<file path="config.mk">
export PLATFORM = sky130hd
export DESIGN_NAME = interval_merge_insert
export DESIGN_NICKNAME = d
export VERILOG_FILES = /design/src/hw/rtl/imi_pkg.sv /design/src/hw/rtl/interval_merge_insert.sv /design/src/hw/rtl/imi_ram.sv
export SDC_FILE = /design/constraint.sdc
export NUM_CORES = 2
export LEC_CHECK = 0
export ABC_AREA = 0
export BUFFER_PORTS_ARGS = -buffer_cell sky130_fd_sc_hd__clkbuf_2
export CAP_MARGIN = 0
export CORE_AREA = 4 4 486 488
export DETAILED_ROUTE_END_ITERATION = 16
export DIE_AREA = 0 0 490 492
export PLACE_DENSITY = 0.5
export SLEW_MARGIN = 20
export SYNTH_ARGS = -nofsm -noshare
export SYNTH_HDL_FRONTEND = slang
export SYNTH_SLANG_ARGS = --single-unit
</file>
<file path="constraint.sdc">
create_clock -name clk -period 9.1 [get_ports clk]
set_input_delay 0.91 -clock clk [delete_from_list [all_inputs] [get_ports clk]]
set_output_delay 0.91 -clock clk [all_outputs]
set_load 0.01 [all_outputs]
</file>
<file path="src/hw/rtl/imi_pkg.sv">
// shared operation codes for the interval merge insert block
`default_nettype none

package imi_pkg;

  // operation codes carried on the request
  typedef enum logic [1:0] {
    OP_CLEAR  = 2'd0,
    OP_INSERT = 2'd1,
    OP_READ   = 2'd2,
    OP_NONE   = 2'd3
  } imi_op_t;

endpackage

`default_nettype wire

</file>
<file path="src/hw/rtl/interval_merge_insert.sv">
// interval table with merge-on-insert, clear and ordered read-out
// clear and unused codes: one result in the cycle after the request, busy stays low
// insert: scans the n stored entries, one entry per cycle
// through the shared compare unit, then appends the merged interval and registers the result
// read-out: entries stream in table order, one entry per cycle; an empty table gives a single result
// results cannot be stalled; a new request may be taken in the cycle a final result shows
// reset clears the entry count; table contents stay undefined and are read only below the count
`default_nettype none

module interval_merge_insert
  import imi_pkg::*;
#(
  parameter int TABLE_DEPTH = 16,
  parameter int OFFSET_BITS = 32
) (
  input  wire logic                               clk,
  input  wire logic                               rst,
  input  wire logic                               start,
  output logic                                    busy,
  input  wire logic [1:0]                         operation,
  input  wire logic [OFFSET_BITS-1:0]             first_offset,
  input  wire logic [OFFSET_BITS-1:0]             second_offset,
  output logic                                    result_valid,
  output logic [OFFSET_BITS-1:0]                  interval_start,
  output logic [OFFSET_BITS-1:0]                  interval_end,
  output logic [$clog2(TABLE_DEPTH+1)-1:0]        entry_count,
  output logic                                    table_empty,
  output logic                                    overflow,
  output logic                                    last_result
);

  localparam int IW = $clog2(TABLE_DEPTH);
  localparam int CW = $clog2(TABLE_DEPTH + 1);
  localparam int W  = OFFSET_BITS;
  localparam logic [CW-1:0] FULL = CW'(TABLE_DEPTH);
  localparam logic [CW-1:0] ONE  = CW'(1);

  typedef enum logic [1:0] {
    S_IDLE,
    S_SCAN,
    S_FINISH,
    S_READ
  } state_t;

  state_t        state;
  logic [CW-1:0] stored_count;
  logic [CW-1:0] n_cnt;
  logic [CW-1:0] chk_idx;
  logic [CW-1:0] rd_idx;
  logic [CW-1:0] wr_idx;
  logic          any_abs;
  logic [W-1:0]  ms;
  logic [W-1:0]  me;

  // ram ports
  logic           wr_en;
  logic [IW-1:0]  wr_addr;
  logic [2*W-1:0] wr_data;
  logic [IW-1:0]  rd_addr;
  logic [2*W-1:0] rd_data;

  imi_ram #(
    .WIDTH (2 * W),
    .DEPTH (TABLE_DEPTH)
  ) u_table (
    .clk     (clk),
    .wr_en   (wr_en),
    .wr_addr (wr_addr),
    .wr_data (wr_data),
    .rd_addr (rd_addr),
    .rd_data (rd_data)
  );

  // request operands
  imi_op_t      req_op;
  logic         a_lt_b;
  logic [W-1:0] req_lo;
  logic [W-1:0] req_hi;

  assign req_op = imi_op_t'(operation);
  assign a_lt_b = first_offset < second_offset;
  assign req_lo = a_lt_b ? first_offset : second_offset;
  assign req_hi = a_lt_b ? second_offset : first_offset;

  // shared compare unit: current entry against merged interval
  logic [W-1:0] es;
  logic [W-1:0] ee;
  logic         ov;
  logic         adj;
  logic         absorb;
  logic [W-1:0] ms_next;
  logic [W-1:0] me_next;
  logic         chk_last;

  assign es       = rd_data[2*W-1:W];
  assign ee       = rd_data[W-1:0];
  assign ov       = (es <= me) && (ms <= ee);
  assign adj      = (({1'b0, me} + (W+1)'(1)) == {1'b0, es}) ||
                    (({1'b0, ee} + (W+1)'(1)) == {1'b0, ms});
  assign absorb   = ov || adj;
  assign ms_next  = (absorb && (es < ms)) ? es : ms;
  assign me_next  = (absorb && (ee > me)) ? ee : me;
  assign chk_last = (chk_idx + ONE) == n_cnt;

  // ram address and write control
  always_comb begin
    wr_en   = 1'b0;
    wr_addr = wr_idx[IW-1:0];
    wr_data = rd_data;
    rd_addr = (state == S_IDLE) ? '0 : rd_idx[IW-1:0];
    unique case (state)
      S_SCAN: begin
        wr_en = !absorb;
      end
      S_FINISH: begin
        wr_en   = any_abs || (n_cnt != FULL);
        wr_data = {ms, me};
      end
      default: begin
        wr_en = 1'b0;
      end
    endcase
  end

  assign busy        = (state != S_IDLE);
  assign entry_count = stored_count;

  // sequencer and registered results
  always_ff @(posedge clk) begin
    if (rst) begin
      state        <= S_IDLE;
      stored_count <= '0;
      result_valid <= 1'b0;
      n_cnt        <= '0;
      chk_idx      <= '0;
      rd_idx       <= '0;
      wr_idx       <= '0;
      any_abs      <= 1'b0;
    end else begin
      result_valid <= 1'b0;
      unique case (state)
        S_IDLE: begin
          if (start) begin
            n_cnt   <= stored_count;
            chk_idx <= '0;
            rd_idx  <= ONE;
            wr_idx  <= '0;
            any_abs <= 1'b0;
            ms      <= req_lo;
            me      <= req_hi;
            unique case (req_op)
              OP_CLEAR: begin
                stored_count   <= '0;
                result_valid   <= 1'b1;
                interval_start <= '0;
                interval_end   <= '0;
                table_empty    <= 1'b0;
                overflow       <= 1'b0;
                last_result    <= 1'b1;
              end
              OP_INSERT: begin
                state <= (stored_count == '0) ? S_FINISH : S_SCAN;
              end
              OP_READ: begin
                if (stored_count == '0) begin
                  result_valid   <= 1'b1;
                  interval_start <= '0;
                  interval_end   <= '0;
                  table_empty    <= 1'b1;
                  overflow       <= 1'b0;
                  last_result    <= 1'b1;
                end else begin
                  state <= S_READ;
                end
              end
              OP_NONE: begin
                result_valid   <= 1'b1;
                interval_start <= '0;
                interval_end   <= '0;
                table_empty    <= 1'b0;
                overflow       <= 1'b0;
                last_result    <= 1'b1;
              end
            endcase
          end
        end
        S_SCAN: begin
          // one entry per cycle, survivors close up in place
          ms      <= ms_next;
          me      <= me_next;
          any_abs <= any_abs || absorb;
          if (!absorb) begin
            wr_idx <= wr_idx + ONE;
          end
          chk_idx <= chk_idx + ONE;
          rd_idx  <= rd_idx + ONE;
          if (chk_last) begin
            state <= S_FINISH;
          end
        end
        S_FINISH: begin
          // append merged interval, or drop when full with nothing merged
          result_valid   <= 1'b1;
          interval_start <= ms;
          interval_end   <= me;
          table_empty    <= 1'b0;
          last_result    <= 1'b1;
          if (any_abs || (n_cnt != FULL)) begin
            stored_count <= wr_idx + ONE;
            overflow     <= 1'b0;
          end else begin
            overflow <= 1'b1;
          end
          state <= S_IDLE;
        end
        S_READ: begin
          // stream one stored entry per cycle
          result_valid   <= 1'b1;
          interval_start <= es;
          interval_end   <= ee;
          table_empty    <= 1'b0;
          overflow       <= 1'b0;
          last_result    <= chk_last;
          chk_idx        <= chk_idx + ONE;
          rd_idx         <= rd_idx + ONE;
          if (chk_last) begin
            state <= S_IDLE;
          end
        end
        default: begin
          state <= S_IDLE;
        end
      endcase
    end
  end

  // count never exceeds the table depth
  a_count_bound: assert property (@(posedge clk) disable iff (rst)
    stored_count <= FULL)
    else $error("entry count above table depth");

  // a dropped insert only happens on a full table
  a_overflow_full: assert property (@(posedge clk) disable iff (rst)
    (result_valid && overflow) |-> (entry_count == FULL))
    else $error("overflow reported on a table that is not full");

  // empty read-out only with no entries
  a_empty_count: assert property (@(posedge clk) disable iff (rst)
    (result_valid && table_empty) |-> (entry_count == '0))
    else $error("empty read-out with stored entries");

  // read-out streams without gaps until its last result
  a_stream: assert property (@(posedge clk) disable iff (rst)
    (result_valid && !last_result) |=> result_valid)
    else $error("gap inside read-out stream");

  // no new request is taken while a read-out is still streaming
  a_busy_stream: assert property (@(posedge clk) disable iff (rst)
    (result_valid && !last_result) |-> busy)
    else $error("idle while read-out results remain");

endmodule

`default_nettype wire

</file>
<file path="src/hw/rtl/imi_ram.sv">
// generic simple dual-port ram with registered read
`default_nettype none

module imi_ram #(
  parameter int WIDTH = 64,
  parameter int DEPTH = 16
) (
  input  wire logic                     clk,
  input  wire logic                     wr_en,
  input  wire logic [$clog2(DEPTH)-1:0] wr_addr,
  input  wire logic [WIDTH-1:0]         wr_data,
  input  wire logic [$clog2(DEPTH)-1:0] rd_addr,
  output logic      [WIDTH-1:0]         rd_data
);

  logic [WIDTH-1:0] mem [DEPTH];

  // write port and registered read port
  always_ff @(posedge clk) begin
    if (wr_en) begin
      mem[wr_addr] <= wr_data;
    end
    rd_data <= mem[rd_addr];
  end

endmodule

`default_nettype wire

</file>
; ---- Word-level counts from Yosys, hierarchy flattened
; Memories as Yosys holds them, arrays and structs flattened. A register that Yosys moved wholly into a read port is not among the register bits.
; Index checks and enable logic that the tools add are counted.
[classes]
addsub = 5
n_mux = 53
magnitude_cmp = 5
eq_ne = 22
bitwise_logic = 1
n_reduce_logical = 30
[ops]
columns = cell, count
row1 = $mux W32, 8
row2 = $pmux W32 S2, 3
row3 = $pmux W32 S3, 2
row4 = $add A32 B1 Y33 const B, 2
row5 = $eq A33 B32 Y1, 2
row6 = $le A32 B32 Y1, 2
row7 = $lt A32 B32 Y1, 2
row8 = $mux W64, 1
row9 = $pmux W5 S2, 4
row10 = $gt A32 B32 Y1, 1
row11 = $mux W5, 6
row12 = $pmux W1 S2, 8
row13 = $add A5 B1 Y5 const B, 3
row14 = $reduce_and A5 Y1, 3
row15 = $ne A2 B2 Y1 const B, 7
row16 = $reduce_and A4 Y1, 3
row17 = $mux W1, 11
row18 = $mux W2, 5
row19 = $reduce_bool A2 Y1, 5
row20 = $eq A2 B2 Y1 const B, 4
row21 = $pmux W2 S4, 1
row22 = $ne A3 B3 Y1 const B, 2
row23 = $pmux W1 S3, 2
row24 = $reduce_and A2 Y1, 3
row25 = 17 further kinds, 26
[word_totals]
ff_bits = 160
mem_bits_rw = 1024
out_inout_bits = 74
wordCells = 132
mem_count = 1
[memory_table]
columns = memory, words, word_bits, read_ports, rd_clocked_by_memory_dff, write_ports, line_no
row1 = u_table.mem, 16, 64, 1, 1, 1, imi_ram.sv:16  ; logic [WIDTH-1:0] mem [DEPTH];

; ---- Depth between registers and ports, before layout
[logic_depth]
depth_word = 8
depth_mapped = 13
ltp_nobuf = 11

; ---- By module
; Synthesis repeated with hierarchy kept, for this count alone.
[hier_totals]
hier_cells = 3309
hier_area_um2 = 53915.5
[modules_own_cells]
columns = mod, seq_area_each_um2, instances, cells_per_inst, area_each_um2
row1 = imi_ram, 32030.7, 1, 1647, 39581.7
row2 = interval_merge_insert, 4494.3, 1, 1662, 14333.7

; ---- Worst setup path after synthesis
; OpenSTA, ideal clock, no wires.
[synth_timing]
path_kind = reg2reg
from = register u_table.rd_data[1], read port of u_table.mem
to = memory u_table.mem[8][0] (enable)
period_less_slack_ps = 9446
t_arrival_ps = 8802
path_slack_ps = -346
path_stages_with_launch = 12
n_path_buf = 2
setup_time_ps = 644
cell_sequence = dfxtp_1 > ha_1 > clkbuf_1 > inv_1 > or3_1 > or4_1 > a31o_2 > o21ai_2 > o311a_4 > a21oi_4 > buf_6 > nor4_1
[synth_between]
elab_chain_cells = 8
[synth_lines]
columns = item, line_no
row1 = start: declaration, imi_ram.sv:13  ; output logic [WIDTH-1:0] rd_data
row2 = $add A32 B1 Y33, interval_merge_insert.sv:99  ; (({1'b0, ee} + (W+1)'(1)) == {1'b0, ms});
row3 = $eq A33 B32 Y1, interval_merge_insert.sv:99
row4 = $logic_or A1 B1 Y1, interval_merge_insert.sv:98  ; assign adj = (({1'b0, me} + (W+1)'(1)) == {1'b0, es}) ||
row5 = $logic_or A1 B1 Y1 *, interval_merge_insert.sv:100  ; assign absorb = ov || adj;
row6 = $logic_not A1 Y1 *, n/a
row7 = $pmux W1 S2 *, interval_merge_insert.sv:111  ; unique case (state)
row8 = $mux W1 *, imi_ram.sv:20  ; if (wr_en) begin
row9 = $mux W1 (implied by the code) *, imi_ram.sv:21  ; mem[wr_addr] <= wr_data;
row10 = end: declaration, imi_ram.sv:16
; Mark *: on every way between the ends. The rest lies on a longest branch, timed or not.

; ---- Final worst setup path
[layout_timing]
from = register me[7]
to = memory u_table.mem[15][38] (enable)
[layout_between]
elab_chain_cells = 8
[layout_lines]
columns = item, line_no
row1 = start: declaration, interval_merge_insert.sv:53  ; logic [W-1:0] me;
row2 = start signal: assignment, interval_merge_insert.sv:150  ; me <= req_hi;
row3 = start signal: assignment, interval_merge_insert.sv:190  ; me <= me_next;
row4 = $add A32 B1 Y33, interval_merge_insert.sv:98
row5 = $eq A33 B32 Y1, interval_merge_insert.sv:98
row6 = $logic_or A1 B1 Y1, interval_merge_insert.sv:98
row7 = $logic_or A1 B1 Y1 *, interval_merge_insert.sv:100
row8 = $logic_not A1 Y1 *, n/a
row9 = $pmux W1 S2 *, interval_merge_insert.sv:111
row10 = $mux W1 *, imi_ram.sv:20
row11 = $mux W1 (implied by the code) *, imi_ram.sv:21
; Marks and branches as above.

==> summary.md <==
| Metric | Value |
|---|---|
| R2R cell count | 11 |
| Sink Count | 1247 |
| Filler instances | 23.4k |
| Post-synthesis sequential area ratio | 0.634 |
| Distinct cell type count after synthesis | 78 |
| # IOs | 143 |
| Worst Skew | 42.4 ps |
| Status | finished clean |
| EDFF count, synth | 1155 |
| Setup TNS | 0 ps |
| PD cells | between 300 and 400 nW/um^2 |
| Fmax | 180 MHz |
| First drt pass iteration count | 5 |
| Slew of the pin with the lowest slew margin | about 1200 ps |
| Buffers added on ports | 142 |
| # DRC | 0 |
| Vias per cell | 4.99 |
| Post-CTS setup buffer count | 0 |
| Synth warn | 0 |
| Share of layout cells above drive strength 1 | 0.155 |
| Clock-pin slew on the worst setup and hold paths | 60 ps |
| FF-to-FF Start | me[7]$_DFFE_PP_ |
| Syn_area_per_cell | 12.5 sq um |
| Top FF cell, synth | edfxtp_1 |
| Most frequent cells in the layout | edfxtp_1 (1155), nand2_1 (519), a21oi_1 (330), mux2_2 (224), o21ai_0 (212) |
| Root Buffer | clkbuf_16 |
| CP arrival | 5920 ps |
| Cell Count, Final, Fillers Out | 7857 |
| Clock Tree Buf Depth | 3 |
| R2r endpoint | u_table.mem[15][38]$_DFFE_PP_ |
| Placed cell count | approximately 7.6k |
| Initial antenna violation count | 13 |
| Share of Yosys cell area claimed by the top area cell type | 0.602 |
| Global placement routability congestion | 0.947 |
| CTS tree | done |
| Mapped Cells | 4604 |
| Area grow syn2layout | 15.5% |
| Starting Density | 0.249 |
| Critical path startpoint | me[7]$_DFFE_PP_ |
| Core area | 232000 sq um |
| Vias | between 30k and 40k |
| Depth of the CTS H-tree | 4 |
| Critical path capture point | u_table.mem[15][38]$_DFFE_PP_ |
| Max Cap Viol | 0 |
| FF/Latch Area | 36500 sq um |
| Worst slack, placed | 3650 ps |
| CTS buffer count | 136 |
| Later-pin clock latency in the skew report | 790 ps |
| Worst setup SP type | flop |
| Vias in the first global route | 37.5k |
| Lkg Pwr | 22.4 nW |
| WL/cell | 25.1 microns |
| Crit end category | flop |
| Required @ worst endpoint | 9460 ps |
| Largest net degree at the start of global routing | 131 |
| Footprint of the multi-input gates | 19400 sq um |
| Yosys reg bits | 1247 |
| Yosys top cell by area | edfxtp_1 |
| Critical path class | reg -> reg |
| Congestion Overflow GR | 0 |
| Worst reg2reg setup slack | between 3000 and 4000 ps |
| Hold Buf Count CTS | 0 |
| FFs w/ async S/R, synth | 0 |
| Largest cells by area after synthesis | edfxtp_1 (60%), mux2_2 (4.4%), ha_1 (3.8%) |
| Die Footprint | 241000 sq um |
| Net count after synthesis | ~4.8k |
| Worst Path Max Fanout | 53 |
| First-pass GRT wire length | 280000 microns |
| Worst min path class | reg -> reg |
| Final wirelength | between 150000 and 200000 microns |
| Post-DP HPWL | 129000 microns |
| RSZ-0062 raised after global routing | no |
| Routed Antenna Nets | 0 |
| Final setup viols | 0 |
| Detailed Route Iter0 Violations | roughly 3.8k |
| Peak VDD IR | approximately 0.18 mV |
| Die width | 490 microns |
| Rows | around 180 |
| Final slew viol count | 0 |
| Commonest non-fill, non-tap cell in the layout | edfxtp_1 |
| Final worst setup slack | 3550 ps |
| Mapped cell area | 57600 sq um |
| Post_cts resized | 0 |
| Final net count | a little under 5k |
| Slew Limit Headroom | 0.205 |
| Fin crit share | 0.610 |
| Final min period | about 5600 ps |
| GRT Total Usage | 0.157 |
| Chip Height | 492 microns |
| Hold Vio Cnt, Final | 0 |
## state kept, by name, indices dropped and copies added, names as in the netlist
name and count:
overflow 1, chk_idx 5, table_empty 1, me 32
result_valid 1, interval_end 32, u_table.rd_data 64, ms 32
last_result 1, n_cnt 5, rd_idx 4, u_table.mem 1024
interval_start 32, state 2, entry_count 5, any_abs 1
wr_idx 5
## report_power, final
| part | total [mW] | switching, mW | internal (mW) | leakage (nW) |
|---|---|---|---|---|
| Combinational | 7.02 | 5.00 | 2.02 | 9.15 |
| Clock | 5.46 | 2.38 | 3.08 | 2.10 |
| Sequential | 8.52 | 0.665 | 7.86 | 11.2 |
| Total | 21.0 | 8.04 | 13.0 | 22.4 |
## cells by family after synthesis
family	share of synthesized area
fa+ha+maj	0.0375
buf+inv	0.0337
simple gates	0.0908
compound gates	0.123
mux	0.0675
flops	0.634
xor+xnor	0.0138
## stage by stage
stage               total power, mW  utilization  area [sq um]  hold WS, ps
floorplan                      12.2            -         57600          443
global placement               15.5        0.268         62200          458
detailed placement             15.6        0.268         62200          461
CTS                            21.1        0.287         66500          475
global route                   21.9        0.287         66600          521
finish                         21.0        0.287         66600          475
## synth_stat cells (7+ instances only)
cell / number
a311oi_1: 65
xor2_1: 35
a21oi_1: 330
inv_1: 207
and4_1: 11
nor4_1: 27
xnor2_1: 56
a22oi_1: 8
dfxtp_1: 92
o211ai_1: 17
mux2i_1: 137
clkbuf_1: 251
nor3_1: 35
buf_1: 37
nand3_1: 166
nand2b_1: 9
mux2_2: 224
o221ai_1: 129
nor2b_1: 76
nand4_1: 47
or4_1: 10
a211oi_1: 137
edfxtp_1: 1155
o21a_1: 7
nand2_1: 522
buf_2: 7
ha_1: 173
a31oi_1: 7
o21ai_0: 225
o31ai_1: 68
nor2_1: 193
a21o_1: 54
## critical path, cell delays in order, from the launching register on
cell	delay (ps)
edfxtp_1	510
nand4_2	260
nor4_4	610
nand3_1	160
xnor2_1	160
or4_1	520
nor4_1	660
nand4_2	520
a21oi_4	780
nor3_2	200
buf_4	230
buf_4	380
## how the worst min path moves through the flow
stage / startpoint / to / cells past startpoint / slack (ps)
global placement: wr_idx[4]$_SDFFE_PP0P_ / wr_idx[4]$_SDFFE_PP0P_ / 2 / 460
CTS: wr_idx[4]$_SDFFE_PP0P_ / wr_idx[4]$_SDFFE_PP0P_ / 2 / 470
global route: any_abs$_SDFFE_PP0P_ / any_abs$_SDFFE_PP0P_ / 1 / 520
finish: wr_idx[4]$_SDFFE_PP0P_ / wr_idx[4]$_SDFFE_PP0P_ / 2 / 480
detailed placement: wr_idx[4]$_SDFFE_PP0P_ / wr_idx[4]$_SDFFE_PP0P_ / 2 / 460
floorplan: wr_idx[4]$_SDFFE_PP0P_ / wr_idx[4]$_SDFFE_PP0P_ / 2 / 440
## routing by layer
layer,part of all wire,global-route usage
met2,0.46,0.249
met4,0.029,0.0477
met3,0.054,0.0232
met1,0.46,0.222
met5,0,0
## cell type report
cell class              instances  area share
clock inverters                69      0.0103
well taps                    3043      0.0572
flip-flops and latches       1247       0.549
diodes                          7    0.000263
multi-input cells            2849       0.292
clock buffers                 174      0.0546
repair buffers                260      0.0253
inverters                     208      0.0117
No activity file was read; power rests on OpenSTA's default activity.
